File: config.mk
export PLATFORM = sky130hd
export DESIGN_NAME = ase_ctrl
export DESIGN_NICKNAME = d
export VERILOG_FILES = /design/src/hdl/ase_pkg.sv /design/src/hdl/ase_ctrl.sv
export SDC_FILE = /design/constraint.sdc
export NUM_CORES = 1
export LEC_CHECK = 0
export ABC_AREA = 1
export BUFFER_PORTS_ARGS = -buffer_cell sky130_fd_sc_hd__buf_2
export CAP_MARGIN = 20
export CELL_PAD_IN_SITES_DETAIL_PLACEMENT = 0
export CELL_PAD_IN_SITES_GLOBAL_PLACEMENT = 1
export CORE_MARGIN = 2
export CORE_UTILIZATION = 23
export CTS_CLUSTER_SIZE = 30
export DETAILED_ROUTE_END_ITERATION = 6
export PLACE_DENSITY = 0.74
export SETUP_SLACK_MARGIN = 0.3
export SYNTH_ARGS = -nofsm -noshare
export SYNTH_HDL_FRONTEND = slang
export SYNTH_SLANG_ARGS = --single-unit
File: constraint.sdc
create_clock -name clk -period 1.26 [get_ports clk]
set_input_delay 0.378 -clock clk [delete_from_list [all_inputs] [get_ports clk]]
set_output_delay 0.378 -clock clk [all_outputs]
set_load 0.005 [all_outputs]
File: src/hdl/ase_pkg.sv
package ase_pkg;

  // Field widths of the item and configuration channels
  localparam int COORD_W      = 31;
  localparam int STEP_W       = 30;
  localparam int KIND_W       = 4;
  localparam int LAYER_PORT_W = 64;
  localparam int SLOT_W       = 6;
  localparam int MODE_W       = 3;
  localparam int CFG_IDX_W    = 3;
  localparam int CFG_DATA_W   = 32;

  // Default sizes of the anchor table
  localparam int ANCHOR_DEPTH_DEF = 64;
  localparam int LAYER_BITS_DEF   = 64;

  // Grid divider: numerator 2*|d| + step, denominator 2*step
  localparam int DIV_NUM_W = 33;
  localparam int DIV_DEN_W = 31;
  localparam int DIV_CNT_W = $clog2(DIV_NUM_W + 1);

  // Register reset values
  localparam logic [STEP_W-1:0]  STEP_RESET = STEP_W'(100000);
  localparam logic [COORD_W-1:0] OFF_RESET  = '0;
  localparam logic [MODE_W-1:0]  MODE_RESET = MODE_W'(3);

  // Mode bit positions
  localparam int MODE_GRID = 0;
  localparam int MODE_SNAP = 1;
  localparam int MODE_AUX  = 2;

  typedef enum logic [1:0] {
    ACT_CLEAR = 2'd0,
    ACT_ADD   = 2'd1,
    ACT_QUERY = 2'd2,
    ACT_NONE  = 2'd3
  } ase_action_t;

  typedef enum logic [CFG_IDX_W-1:0] {
    REG_STEP_X = 3'd0,
    REG_STEP_Y = 3'd1,
    REG_OFF_X  = 3'd2,
    REG_OFF_Y  = 3'd3,
    REG_AUX_X  = 3'd4,
    REG_AUX_Y  = 3'd5,
    REG_MODE   = 3'd6
  } ase_reg_t;

  typedef enum logic [2:0] {
    ST_IDLE,
    ST_START,
    ST_SCAN,
    ST_WAIT,
    ST_GRID,
    ST_PICK,
    ST_EMIT
  } ase_state_t;

  typedef struct packed {
    logic latch_in;
    logic do_write;
    logic do_clear;
    logic load_misc;
    logic query_init;
    logic scan_issue;
    logic grid_calc;
    logic pick;
    logic emit;
  } ase_cmd_t;

  typedef struct packed {
    ase_action_t action;
    logic        empty;
    logic        scan_last;
    logic        pipe_busy;
    logic        div_busy;
    logic        out_free;
  } ase_sts_t;

  function automatic int addr_bits(int depth);
    return (depth > 1) ? $clog2(depth) : 1;
  endfunction

endpackage

File: src/hdl/ase_ctrl.sv
module ase_ctrl (
  input  logic              clk,
  input  logic              rst_n,
  input  logic              in_valid,
  output logic              in_ready,
  input  ase_pkg::ase_sts_t sts,
  output ase_pkg::ase_cmd_t cmd
);
  import ase_pkg::*;

  ase_state_t state_r, state_nxt;

  always_ff @(posedge clk) begin
    if (!rst_n) begin
      state_r <= ST_IDLE;
    end else begin
      state_r <= state_nxt;
    end
  end

  // Next state
  always_comb begin
    state_nxt = state_r;
    unique case (state_r)
      ST_IDLE: begin
        if (in_valid) state_nxt = ST_START;
      end
      ST_START: begin
        if (sts.action == ACT_QUERY) begin
          state_nxt = sts.empty ? ST_WAIT : ST_SCAN;
        end else begin
          state_nxt = ST_EMIT;
        end
      end
      ST_SCAN: begin
        if (sts.scan_last) state_nxt = ST_WAIT;
      end
      ST_WAIT: begin
        if (!sts.pipe_busy && !sts.div_busy) state_nxt = ST_GRID;
      end
      ST_GRID: state_nxt = ST_PICK;
      ST_PICK: state_nxt = ST_EMIT;
      ST_EMIT: begin
        if (sts.out_free) state_nxt = ST_IDLE;
      end
      default: state_nxt = ST_IDLE;
    endcase
  end

  // Commands
  always_comb begin
    cmd      = '0;
    in_ready = 1'b0;
    unique case (state_r)
      ST_IDLE: begin
        in_ready     = 1'b1;
        cmd.latch_in = in_valid;
      end
      ST_START: begin
        if (sts.action == ACT_QUERY) begin
          cmd.query_init = 1'b1;
        end else begin
          cmd.load_misc = 1'b1;
          cmd.do_write  = (sts.action == ACT_ADD);
          cmd.do_clear  = (sts.action == ACT_CLEAR);
        end
      end
      ST_SCAN: cmd.scan_issue = 1'b1;
      ST_WAIT: ;
      ST_GRID: cmd.grid_calc = 1'b1;
      ST_PICK: cmd.pick = 1'b1;
      ST_EMIT: cmd.emit = sts.out_free;
      default: ;
    endcase
  end

endmodule

# Word level (Yosys, flattened, before mapping)
# Cells that the tools add are included.
[op_classes] eq_ne=12 muxes=16 n_reduce_logical=6
[ops] operator="$pmux W3 S7" count=1
[ops] operator="$mux W3" count=6
[ops] operator="$eq A3 B3 Y1 const B" count=3
[ops] operator="$mux W1" count=8
[ops] operator="$ne A2 B2 Y1 const B" count=4
[ops] operator="$eq A3 B2 Y1 const B" count=2
[ops] operator="$mux W4" count=1
[ops] operator="$reduce_and A4 Y1" count=1
[ops] operator="$eq A3 B1 Y1 const B" count=1
[ops] operator="$logic_not A3 Y1" count=1
[ops] operator="$eq A2 B1 Y1 const B" count=1
[ops] operator="$eq A2 B2 Y1 const B" count=1
[ops] operator="$logic_not A1 Y1" count=2
[ops] operator="$logic_not A2 Y1" count=1
[ops] operator="$logic_and A1 B1 Y1" count=1
[totals] regBits=3 in_bits=10 out_inout_bits=10 word_cells=35

# Logic depth before layout (Yosys ltp)
# Gate-level depths: netlist (run 1).
[depth] ltp_word=4 ltp_mapped=9 mapped_depth_nobuf=9

# Worst setup path after synthesis (run 1)
# No wires, ideal clock.
[synth_path] path_kind="register to output" startpoint="register state_r[0]" endpoint="output port cmd[6] in the netlist's numbering" t_arrival_ps=817 required_ps=882 setup_slack_ps=65 stages_incl_launch_ff=6 path_buffers=1 cell_sequence="dfxtp_1 buf_6 nand2_2 nor2_2 inv_2 nor3_1"
[synth_rtl] element="start: declaration" line="ase_ctrl.sv:11" source="ase_state_t state_r, state_nxt;"
[synth_rtl] element="start signal: assignment" line="ase_ctrl.sv:17" source="state_r <= state_nxt;"
[synth_rtl] element="end: declaration" line="ase_ctrl.sv:7" source="output ase_pkg::ase_cmd_t cmd"

==> results of run 1 <==
[cells by family (layout without fill, tap and decap cells)]
family	after synthesis	after routing	share of synthesized area (%)
AOI/OAI and AO/OA	3	3	4.84
and+or+nand+nor	39	39	55.2
DFF	3	3	19.4
buffers and inverters	14	45	20.6
[stage by stage]
| step | worst slack (ns) | hold WS, ns | setup TNS (ns) | area, um^2 |
|---|---|---|---|---|
| floorplan | 0.142 | 0.480 | 0 | 337 |
| global placement | -0.00391 | 0.621 | -0.00391 | 454 |
| detailed placement | -0.0185 | 0.624 | -0.0185 | 454 |
| CTS | -0.201 | 0.386 | -1.53 | 510 |
| global route | -0.285 | 0.381 | -2.28 | 576 |
| finish | -0.218 | 0.389 | -1.62 | 576 |
[cells in the mapped netlist (all sizes together)]
cell type	instances	area share (%)
a21oi	3	4.8
buf	1	3.6
clkinvlp	1	2.4
or2	1	2.0
nand3	2	4.8
inv	12	15
dfxtp	3	19
nor3	4	6.5
nor2	12	17
nand2	20	25
[power breakdown]
part	switching [mW]	total (mW)	internal [mW]
Sequential	0.0815	0.237	0.155
Clock	0.0501	0.169	0.119
Combinational	0.399	0.799	0.400
Total	0.531	1.20	0.673
[layout make-up]
| class | count | area [um^2] | share of cell area [%] |
|---|---|---|---|
| inverters | 13 | 57.6 | 10.0 |
| well taps | 15 | 18.8 | 3.26 |
| flip-flops and latches | 3 | 68.8 | 12.0 |
| multi-input cells | 42 | 241 | 42.0 |
| repair buffers | 28 | 163 | 28.3 |
| clock buffers | 4 | 26.3 | 4.57 |
[layout by cell type (no fill, tap or decap), drive strengths merged]
master	netlist	routed
clkinvlp	1	1
nor3	4	4
buf	1	28
nor2	12	12
nand2	20	20
clkbuf	0	4
nand3	2	2
or2	1	1
a21oi	3	3
inv	12	12
dfxtp	3	3
[what timing repair did]
item | 4_1_cts | 5_1_grt
hold buffers | 0 | 0
setup endpoints to repair | 13 | 13
pin swaps | 2 | 3
gates resized for setup | 3 | 10
setup buffers | 3 | 4
[worst min-delay path: stages]
cell and delay, ns:
buf_2 0.12, inv_1 0.05, a21oi_1 0.03
[per-layer routing]
| metal | GRT usage [%] | vias up | wire, um |
|---|---|---|---|
| li1 | - | 235 | - |
| met1 | 12.6 | 188 | 338 |
| met2 | 21.8 | 10 | 443 |
| met3 | 3.26 | 0 | 43 |
| met4 | 2.50 | 0 | 0 |
| met5 | 0 | - | 0 |
[path summary, 6_finish.rpt]
path | startpoint | slack [ns] | cells after the start | to
worst max register to register | state_r[1] | 0.10 | 8 | state_r[0]
worst min-delay path | rst_n | 0.39 | 3 | state_r[2]
worst min register to register | state_r[2] | 0.67 | 4 | state_r[1]
worst max-delay path | state_r[1] | -0.22 | 7 | cmd[5]
==> metrics.md, run 1 <==
| Metric | Value |
|---|---|
| Detail Route Antenna Nets | `0` |
| CTS buffer count | `3` |
| Area Overhead vs Synth | `85.5%` |
| Initial drt markers | `3` |
| Root Driver | `clkbuf_4` |
| Total congestion overflow | `0` |
| Fin crit share | `117%` |
| DIE WIDTH | `40.7 um` |
| Failing checks | `setup timing` |
| Total Routing Usage GR | `11.6%` |
| Seq/Total Area, Yosys | `19.4%` |
| Fin util | `44.8%` |
| Yosys warning total | `0` |
| Routed WL | `825 um` |
| Syn avg cell area | `5.26 um^2` |
| Drt drc | `0` |
| Layout cells sized above 1 | `58.9%` |
| ANT cells | `0` |
| Cells after Synth | `59` |
| Nature of the critical path startpoint | `flip-flop` |
| Via/cell ratio | `4.12` |
| Post-synthesis instance area | `310 um^2` |
| H-tree depth | `1` |
| Final hold violations | `0` |
| Fmax achieved | `677 MHz` |
| Biggest regs | `state_r (3)` |
| Flops & latches, synth | `3` |
| Tmin final | `1.48 ns` |
| FILL cells | `142` |
| Status | `finished, violations left` |
| Clock Sinks | `3` |
| CP endpoint kind | `output port` |
| Via count | `433` |
| Starting Density | `24.1%` |
| WP data arrival | `1.10 ns` |
| Leakage | `0.345 nW` |
| Worst Path Required | `0.88 ns` |
| Critical path's largest stage delay | `0.35 ns` |
| Slew margin rel. | `88.5%` |
| Non-filler cells, final | `105` |
| Height of the die | `40.7 um` |
| First-pass GRT wire length | `1300 um` |
| Final #Nets | `101` |
| Reg clk slew, reported paths | `0.04 ns` |
| Post-Route Skew | `0.00855 ns` |
| # setup viols final | `10` |
| Final Slew Violations | `0` |
| RSZ-0062 raised after global routing | `true` |
| Dpl hpwl | `639 um` |
| Crit-path leading delay family | `flip-flops` |
| Vias in the first global route | `352` |
| Largest net degree at the start of global routing | `7` |
| Cells along the critical path | `inv_4, nand2_4, nor2_4, buf_4, nand2_2, inv_1, buf_2` |
| Largest register FFs | `3` |
| Tot Pwr | `1.20 mW` |
| Crit-path max FO | `3` |
| Synth Net Count | `69` |
| Largest Register | `state_r` |
| Wire per inst | `7.86 um` |
| Final worst slack | `-0.218 ns` |
| Max Root-Sink Buffers | `2` |
| WS Path Type | `reg -> out` |
| CTS tree | `yes` |
| Maximum vdd ir drop | `799 uV` |
| Io pins | `20` |
| Crit path max-delay cell type | `dfxtp_4` |
| Placed Instances | `94` |
| Die ar. | `1660 um^2` |
| Routability cong. | `0.686` |
| Power per Cell Area | `2090 nW/um^2` |
| Min-Delay Path Class | `in -> reg` |
| Worst-skew pair later-pin latency | `0.23 ns` |
| Rows | `13` |
| Initial antenna violation count | `0` |
| Max-Cap Viols | `0` |
| Slew @ Worst Pin | `0.173 ns` |
| First-pass DRT Iterations | `4` |
| Worst path bufs/invs | `4` |
| Core Region | `1280 um^2` |
| Synth cell types | `14` |
| Port bufs | `19` |
Note: power is estimated with default switching activity, not from simulation.
==> inputs of run 2 (changes only) <==
--- a/config.mk
+++ b/config.mk
@@ -5,16 +5,15 @@
 export SDC_FILE = /design/constraint.sdc
 export NUM_CORES = 1
 export LEC_CHECK = 0
-export ABC_AREA = 1
 export BUFFER_PORTS_ARGS = -buffer_cell sky130_fd_sc_hd__buf_2
 export CAP_MARGIN = 20
 export CELL_PAD_IN_SITES_DETAIL_PLACEMENT = 0
 export CELL_PAD_IN_SITES_GLOBAL_PLACEMENT = 1
-export CORE_MARGIN = 2
-export CORE_UTILIZATION = 23
+export CORE_AREA = 2 2 39 41
 export CTS_CLUSTER_SIZE = 30
 export DETAILED_ROUTE_END_ITERATION = 6
-export PLACE_DENSITY = 0.74
+export DIE_AREA = 0 0 41 43
+export PLACE_DENSITY = 0.7
 export SETUP_SLACK_MARGIN = 0.3
 export SYNTH_ARGS = -nofsm -noshare
 export SYNTH_HDL_FRONTEND = slang
==> metrics.md, run 2 <==
| Metric | Value |
|---|---|
| Min-Delay Path Class | `in -> reg` |
| Largest register FFs | `3 (unchanged)` |
| Root Driver | `clkbuf_4` |
| Total Routing Usage GR | `13.4% (+1.8 points)` |
| Switch share | `37.5% (-6.6 points)` |
| Area Overhead vs Synth | `102%` |
| Wire length on met1 | `414 um (+22%)` |
| Worst Path Required | `0.88 ns (about the same)` |
| Status | `finished, violations left` |
| H-tree depth | `1 (unchanged)` |
| Fmax achieved | `670 MHz (-1.0%)` |
| Post-Route Skew | `0.00149 ns (-0.00706 ns)` |
| RSZ-0062 raised after global routing | `true` |
| ANT cells | `0 (unchanged)` |
| Final hold violations | `0 (unchanged)` |
| Synth Net Count | `52 (-25%)` |
| Crit path max-delay cell type | `dfxtp_4` |
| Initial drt markers | `6 (+3)` |
| Cells along the critical path | `nor2b_4, nand2b_4, nor3b_2, buf_2` |
| Fin util | `46.6% (+1.8 points)` |
| Register share of total power | `19.1% (-0.6 points)` |
| Worst setup path start | `state_r[0]` |
| Post-synthesis instance area | `319 um^2 (+2.8%)` |
| Flops & latches, synth | `3 (unchanged)` |
| Wire per inst | `11.1 um (+41%)` |
| Commonest non-fill, non-tap cell in the layout | `buf_2` |
| Worst path bufs/invs | `1 (-3)` |
| Synth cell types | `22 (+8)` |
| Detail Route Antenna Nets | `0 (unchanged)` |
| RR Startpoint | `state_r[0]` |
| # setup viols final | `11 (+1)` |
| Cells after Synth | `42 (-29%)` |
| Met3 wire length | `60 um (+40%)` |
| Height of the die | `43 um (+5.6%)` |
| Crit path depth | `4 (-3)` |
| Slew margin rel. | `82.3% (-6.1 points)` |
| DIE WIDTH | `41 um (+0.66%)` |
| Die ar. | `1760 um^2 (+6.3%)` |
| First-pass GRT wire length | `1640 um (+26%)` |
| Final #Nets | `87 (-14%)` |
| Crit-path leading delay family | `simple AND/OR/NAND/NOR gates` |
| Dpl hpwl | `685 um (+7.2%)` |
| Initial antenna violation count | `0 (unchanged)` |
| Top sig layer | `met4` |
| Post-synth top flop | `dfxtp_1` |
| Top cells by area, synth | `dfxtp_1 (19%), buf_6 (11%), nor3_1 (6.3%), and2_1 (5.9%), a21oi_1 (4.7%)` |
| Hold path depth | `2 (-1)` |
| Biggest regs | `state_r (3)` |
| Reg clk slew, reported paths | `0.03 ns (about the same)` |
| Nature of the critical path startpoint | `flip-flop` |
| Post-synth top cells | `nor2_1 (4), nor3_1 (4)` |
| Cell Int Power | `0.861 mW (+28%)` |
| First-pass DRT Iterations | `2 (-2)` |
| Maximum vdd ir drop | `806 uV (+0.81%)` |
| Failing checks | `setup timing` |
| Total congestion overflow | `0 (unchanged)` |
| Clock Sinks | `3 (unchanged)` |
| Layout cells sized above 1 | `65.8% (+6.9 points)` |
| Fin crit share | `118% (+1.2 points)` |
| WP data arrival | `1.12 ns (+0.02 ns)` |
| Starting Density | `23.1% (-1.1 points)` |
| Clock Power Share | `11.9% (-2.1 points)` |
| WS Path Type | `reg -> out` |
| Synth async-reset ratio | `0% (unchanged)` |
| CTS tree | `yes` |
| Max-Cap Viols | `0 (unchanged)` |
| Seq/Total Area, Yosys | `18.8% (-0.53 points)` |
| Dpl ws | `-0.0602 ns (-0.0417 ns)` |
| Max Root-Sink Buffers | `2 (unchanged)` |
| Leakage | `0.297 nW (-14%)` |
| Via count | `430 (-0.69%)` |
| Via/cell ratio | `4.67 (+13%)` |
| Hold Startpoint | `rst_n` |
| Crit-path max FO | `4 (+1)` |
| CP endpoint kind | `output port` |
| Tot Pwr | `1.38 mW (+14%)` |
| Top-area cell type share of the netlist area | `18.8% (-4.2 points)` |
| Worst-skew pair later-pin latency | `0.23 ns (about the same)` |
| Yosys warning total | `0 (unchanged)` |
| Post-synth EDFFs | `0 (unchanged)` |
| Critical path's largest stage delay | `0.35 ns (about the same)` |
| CTS buffer count | `3 (unchanged)` |
| Rows | `14 (+1)` |
| Combinational share of power | `68.9% (+2.6 points)` |
| Port bufs | `19 (unchanged)` |
| Most frequent cells in the layout | `buf_2 (19), buf_4 (9), nor2_1 (4), buf_6 (4)` |
| WL met2 | `528 um (+19%)` |
| Vias in the first global route | `403 (+14%)` |
| Routability cong. | `0.740 (+7.8%)` |
| Syn avg cell area | `7.60 um^2 (+44%)` |
| Routed WL | `1020 um (+24%)` |
| Largest net degree at the start of global routing | `16 (+9)` |
| Largest Register | `state_r` |
| Final worst slack | `-0.233 ns (-0.0152 ns)` |
| Hold_buf cts | `0 (unchanged)` |
| Io pins | `20 (unchanged)` |
| Slew @ Worst Pin | `0.264 ns (+0.0910 ns)` |
| Final Slew Violations | `0 (unchanged)` |
| Sw power | `0.516 mW (-2.8%)` |
| Drt drc | `0 (unchanged)` |
| Post-synth top area cell | `dfxtp_1` |
| Tmin final | `1.49 ns (+0.0152 ns)` |
| R2R depth | `6 (-2)` |
| Core Region | `1380 um^2 (+7.7%)` |
| Power per Cell Area | `2140 nW/um^2 (+2.2%)` |
run 2: cell count changes after synthesis, sizes merged, moves of 2 or more:
cell | before | now
inv | 12 | 2
nand2 | 20 | 2
a31oi | 0 | 2
nand2b | 0 | 2
nor2 | 12 | 4
buf | 1 | 3
nor2b | 0 | 2
nor3b | 0 | 3
and2 | 0 | 3
nand3 | 2 | 0
run 2: power by group through the flow:
stage	clock (mW)	sequential (mW)	combinational, mW
finish	0.164	0.264	0.949
global route	0.187	0.277	1.04
CTS	0.173	0.259	0.817
detailed placement	0	0.253	0.673
global placement	0	0.255	0.655
floorplan	0	0.188	0.519
run 2: logic make-up (layout without fill, tap and decap cells):
kind of cell / after synthesis / count (layout) / share of synthesized area, %
multiplexers: 1 / 1 / 3.53
flip-flops: 3 / 3 / 18.8
AND/OR/NAND/NOR: 23 / 23 / 44.3
AO/OA/AOI/OAI: 10 / 10 / 20.4
buffers and inverters: 5 / 39 / 12.9
run 2: stage by stage:
step	instances	hold WS, ns	setup TNS [ns]	cell area [um^2]
finish	92	0.441	-1.93	644
global route	92	0.447	-2.66	644
CTS	89	0.419	-1.85	597
detailed placement	81	0.613	-0.109	514
global placement	81	0.603	-0.0565	514
floorplan	42	0.500	0	368
run 2: final timing paths:
kind                 to  slack [ns]
max              cmd[4]       -0.23
min reg2reg  state_r[1]        0.66
min          state_r[2]        0.44
max reg2reg  state_r[0]       -0.14
run 2: cell type report:
type	instances	area, um^2
Timing Repair Buffer	33	228
Fill cell	145	739
Multi-Input combinational cell	34	292
Clock buffer	4	26.3
Inverter	2	7.51
Tap cell	16	20.0
Sequential cell	3	71.3
run 2: metal layers:
| layer | global-route usage, % | vias up |
|---|---|---|
| met1 | 17.3 | 194 |
| li1 | - | 221 |
| met4 | 6.00 | 0 |
| met3 | 3.14 | 2 |
| met2 | 20.3 | 13 |
| met5 | 0 | - |
run 2: timing repair:
action	4_1_cts	5_1_grt
endpoints found under the setup margin	13	13
resized for setup	8	4
pin swaps	4	3
setup buffers	4	3
==> inputs of run 3 (changes only) <==
==> constraint.sdc (replaced) <==
create_clock -name clk -period 1.6 [get_ports clk]
set_input_delay 0.48 -clock clk [delete_from_list [all_inputs] [get_ports clk]]
set_output_delay 0.48 -clock clk [all_outputs]
set_load 0.005 [all_outputs]
==> metrics.md, run 3 (same netlist as run 2, synthesis figures left out) <==
| Metric | Value |
|---|---|
| DIE WIDTH | `41 um (unchanged)` |
| Status | `finished clean` |
| Nature of the critical path startpoint | `flip-flop` |
| Cells along the critical path | `buf_6, nor3_2, and2_1, buf_2` |
| Leakage | `0.263 nW (-12%)` |
| WP data arrival | `1.12 ns (about the same)` |
| Met2 Use GR | `18.4% (-1.9 points)` |
| Detail Route Antenna Nets | `0 (unchanged)` |
| Placed Instances | `77 (-4.9%)` |
| Vias in the first global route | `373 (-7.4%)` |
| Min-Delay Path Class | `in -> reg` |
| Layout cells sized above 1 | `59.2% (-6.6 points)` |
| Largest register FFs | `3 (unchanged)` |
| Post-Route Skew | `0.00189 ns (+0.000406 ns)` |
| H-tree depth | `1 (unchanged)` |
| Commonest non-fill, non-tap cell in the layout | `buf_2` |
| CP endpoint kind | `output port` |
| Initial antenna violation count | `0 (unchanged)` |
| Non-filler cells, final | `87 (-5.4%)` |
| Largest net degree at the start of global routing | `11 (-5)` |
| Via/cell ratio | `4.60 (-1.6%)` |
| Wire per inst | `10.7 um (-3.3%)` |
| Worst Path Required | `1.12 ns (+0.24 ns)` |
| Critical path's largest stage delay | `0.35 ns (about the same)` |
| Fin crit share | `99.9%` |
| Maximum vdd ir drop | `479 uV (-41%)` |
| Clock Sinks | `3 (unchanged)` |
| Die ar. | `1760 um^2 (unchanged)` |
| Slew margin rel. | `83.8% (+1.4 points)` |
| Drt drc | `0 (unchanged)` |
| Met3 usage | `3.14% (unchanged)` |
| FILL cells | `151 (+4.1%)` |
| Setup_tns | `0 ns (+1.93 ns)` |
| Total Routing Usage GR | `12.0% (-1.4 points)` |
| Storage element area | `66.3 um^2 (-7.0%)` |
| Height of the die | `43 um (unchanged)` |
| Routability cong. | `0.800 (+8.2%)` |
| First-pass DRT Iterations | `3 (+1)` |
| Fmax achieved | `626 MHz` |
| ANT cells | `0 (unchanged)` |
| Crit path max-delay cell type | `dfxtp_4` |
| Slew @ Worst Pin | `0.242 ns (-0.0211 ns)` |
| Busiest grt layer | `met2` |
| Biggest regs | `state_r (3)` |
| Total congestion overflow | `0 (unchanged)` |
| Root Driver | `clkbuf_4` |
| Starting Density | `23.1% (unchanged)` |
| Crit-path max FO | `5 (+1)` |
| Tmin final | `1.60 ns` |
| Final Slew Violations | `0 (unchanged)` |
| Area Overhead vs Synth | `73.7%` |
| Worst-skew pair later-pin latency | `0.23 ns (about the same)` |
| Grt met1 use | `13.4% (-3.8 points)` |
| Reg clk slew, reported paths | `0.04 ns (about the same)` |
| Core Region | `1380 um^2 (unchanged)` |
| Multi-input logic area | `260 um^2 (-11%)` |
| Crit-path leading delay family | `flip-flops` |
| Power per Cell Area | `1630 nW/um^2 (-24%)` |
| CTS tree | `yes` |
| Io pins | `20 (unchanged)` |
| Via count | `400 (-7.0%)` |
| Max Root-Sink Buffers | `2 (unchanged)` |
| Final #Nets | `82 (-5.7%)` |
| Rows | `14 (unchanged)` |
| # setup viols final | `0 (-11)` |
| RSZ-0062 raised after global routing | `true` |
| Dpl hpwl | `629 um (-8.2%)` |
| Max-Cap Viols | `0 (unchanged)` |
| Initial drt markers | `8 (+2)` |
| Worst path bufs/invs | `2 (+1)` |
| Largest Register | `state_r` |
| Routed WL | `934 um (-8.5%)` |
| WS Path Type | `reg -> out` |
| CTS buffer count | `3 (unchanged)` |
| Most frequent cells in the layout | `buf_2 (19), buf_4 (6), nor2_1 (4)` |
| Final hold violations | `0 (unchanged)` |
| First-pass GRT wire length | `1410 um (-14%)` |
| Port bufs | `19 (unchanged)` |
run 3: worst paths after layout:
| path | startpoint | endpoint | slack (ns) | cells past startpoint |
|---|---|---|---|---|
| worst max-delay path | state_r[0] | cmd[8] | 0.002 | 4 |
| worst min-delay path | rst_n | state_r[2] | 0.53 | 2 |
| worst max register to register | state_r[1] | state_r[2] | 0.12 | 6 |
| worst min register to register | state_r[0] | state_r[0] | 0.67 | 3 |
run 3: metal layers:
metal	routed length, um	vias to the layer above	share of wire, %
met1	397	176	43
li1	-	210	-
met4	0	0	0
met3	55	0	5.9
met5	0	-	0
met2	481	14	51
run 3: cell type report:
cell class / instances / area share [%]
Inverter: 2 / 1.35
Multi-Input combinational cell: 34 / 47.0
Sequential cell: 3 / 12.0
Timing Repair Buffer: 28 / 31.4
Tap cell: 16 / 3.61
Clock buffer: 4 / 4.74
run 3: power by group:
part / switching [mW] / total [mW] / internal (mW)
Clock: 0.0381 / 0.131 / 0.0934
Sequential: 0.0501 / 0.171 / 0.120
Combinational: 0.256 / 0.603 / 0.346
run 3: repair_timing:
action / 4_1_cts / 5_1_grt
hold buffers: 0 / 0
gates resized for setup: 9 / 4
pin swaps: 4 / 1
setup buffers: 5 / 1
setup endpoints to repair: 11 / 12
run 3: stage by stage:
stage	utilization [%]	total power [mW]	hold slack, ns	cell area [um^2]	setup WS [ns]
5_1_grt	40.1	0.993	0.524	554	-0.103
3_3_place_gp	31.1	0.585	0.611	430	0.156
3_5_place_dp	31.1	0.585	0.623	430	0.132
4_1_cts	38.2	0.873	0.503	529	-0.0142
2_1_floorplan	-	0.478	0.602	327	0.301
6_report	40.1	0.905	0.535	554	0.00218
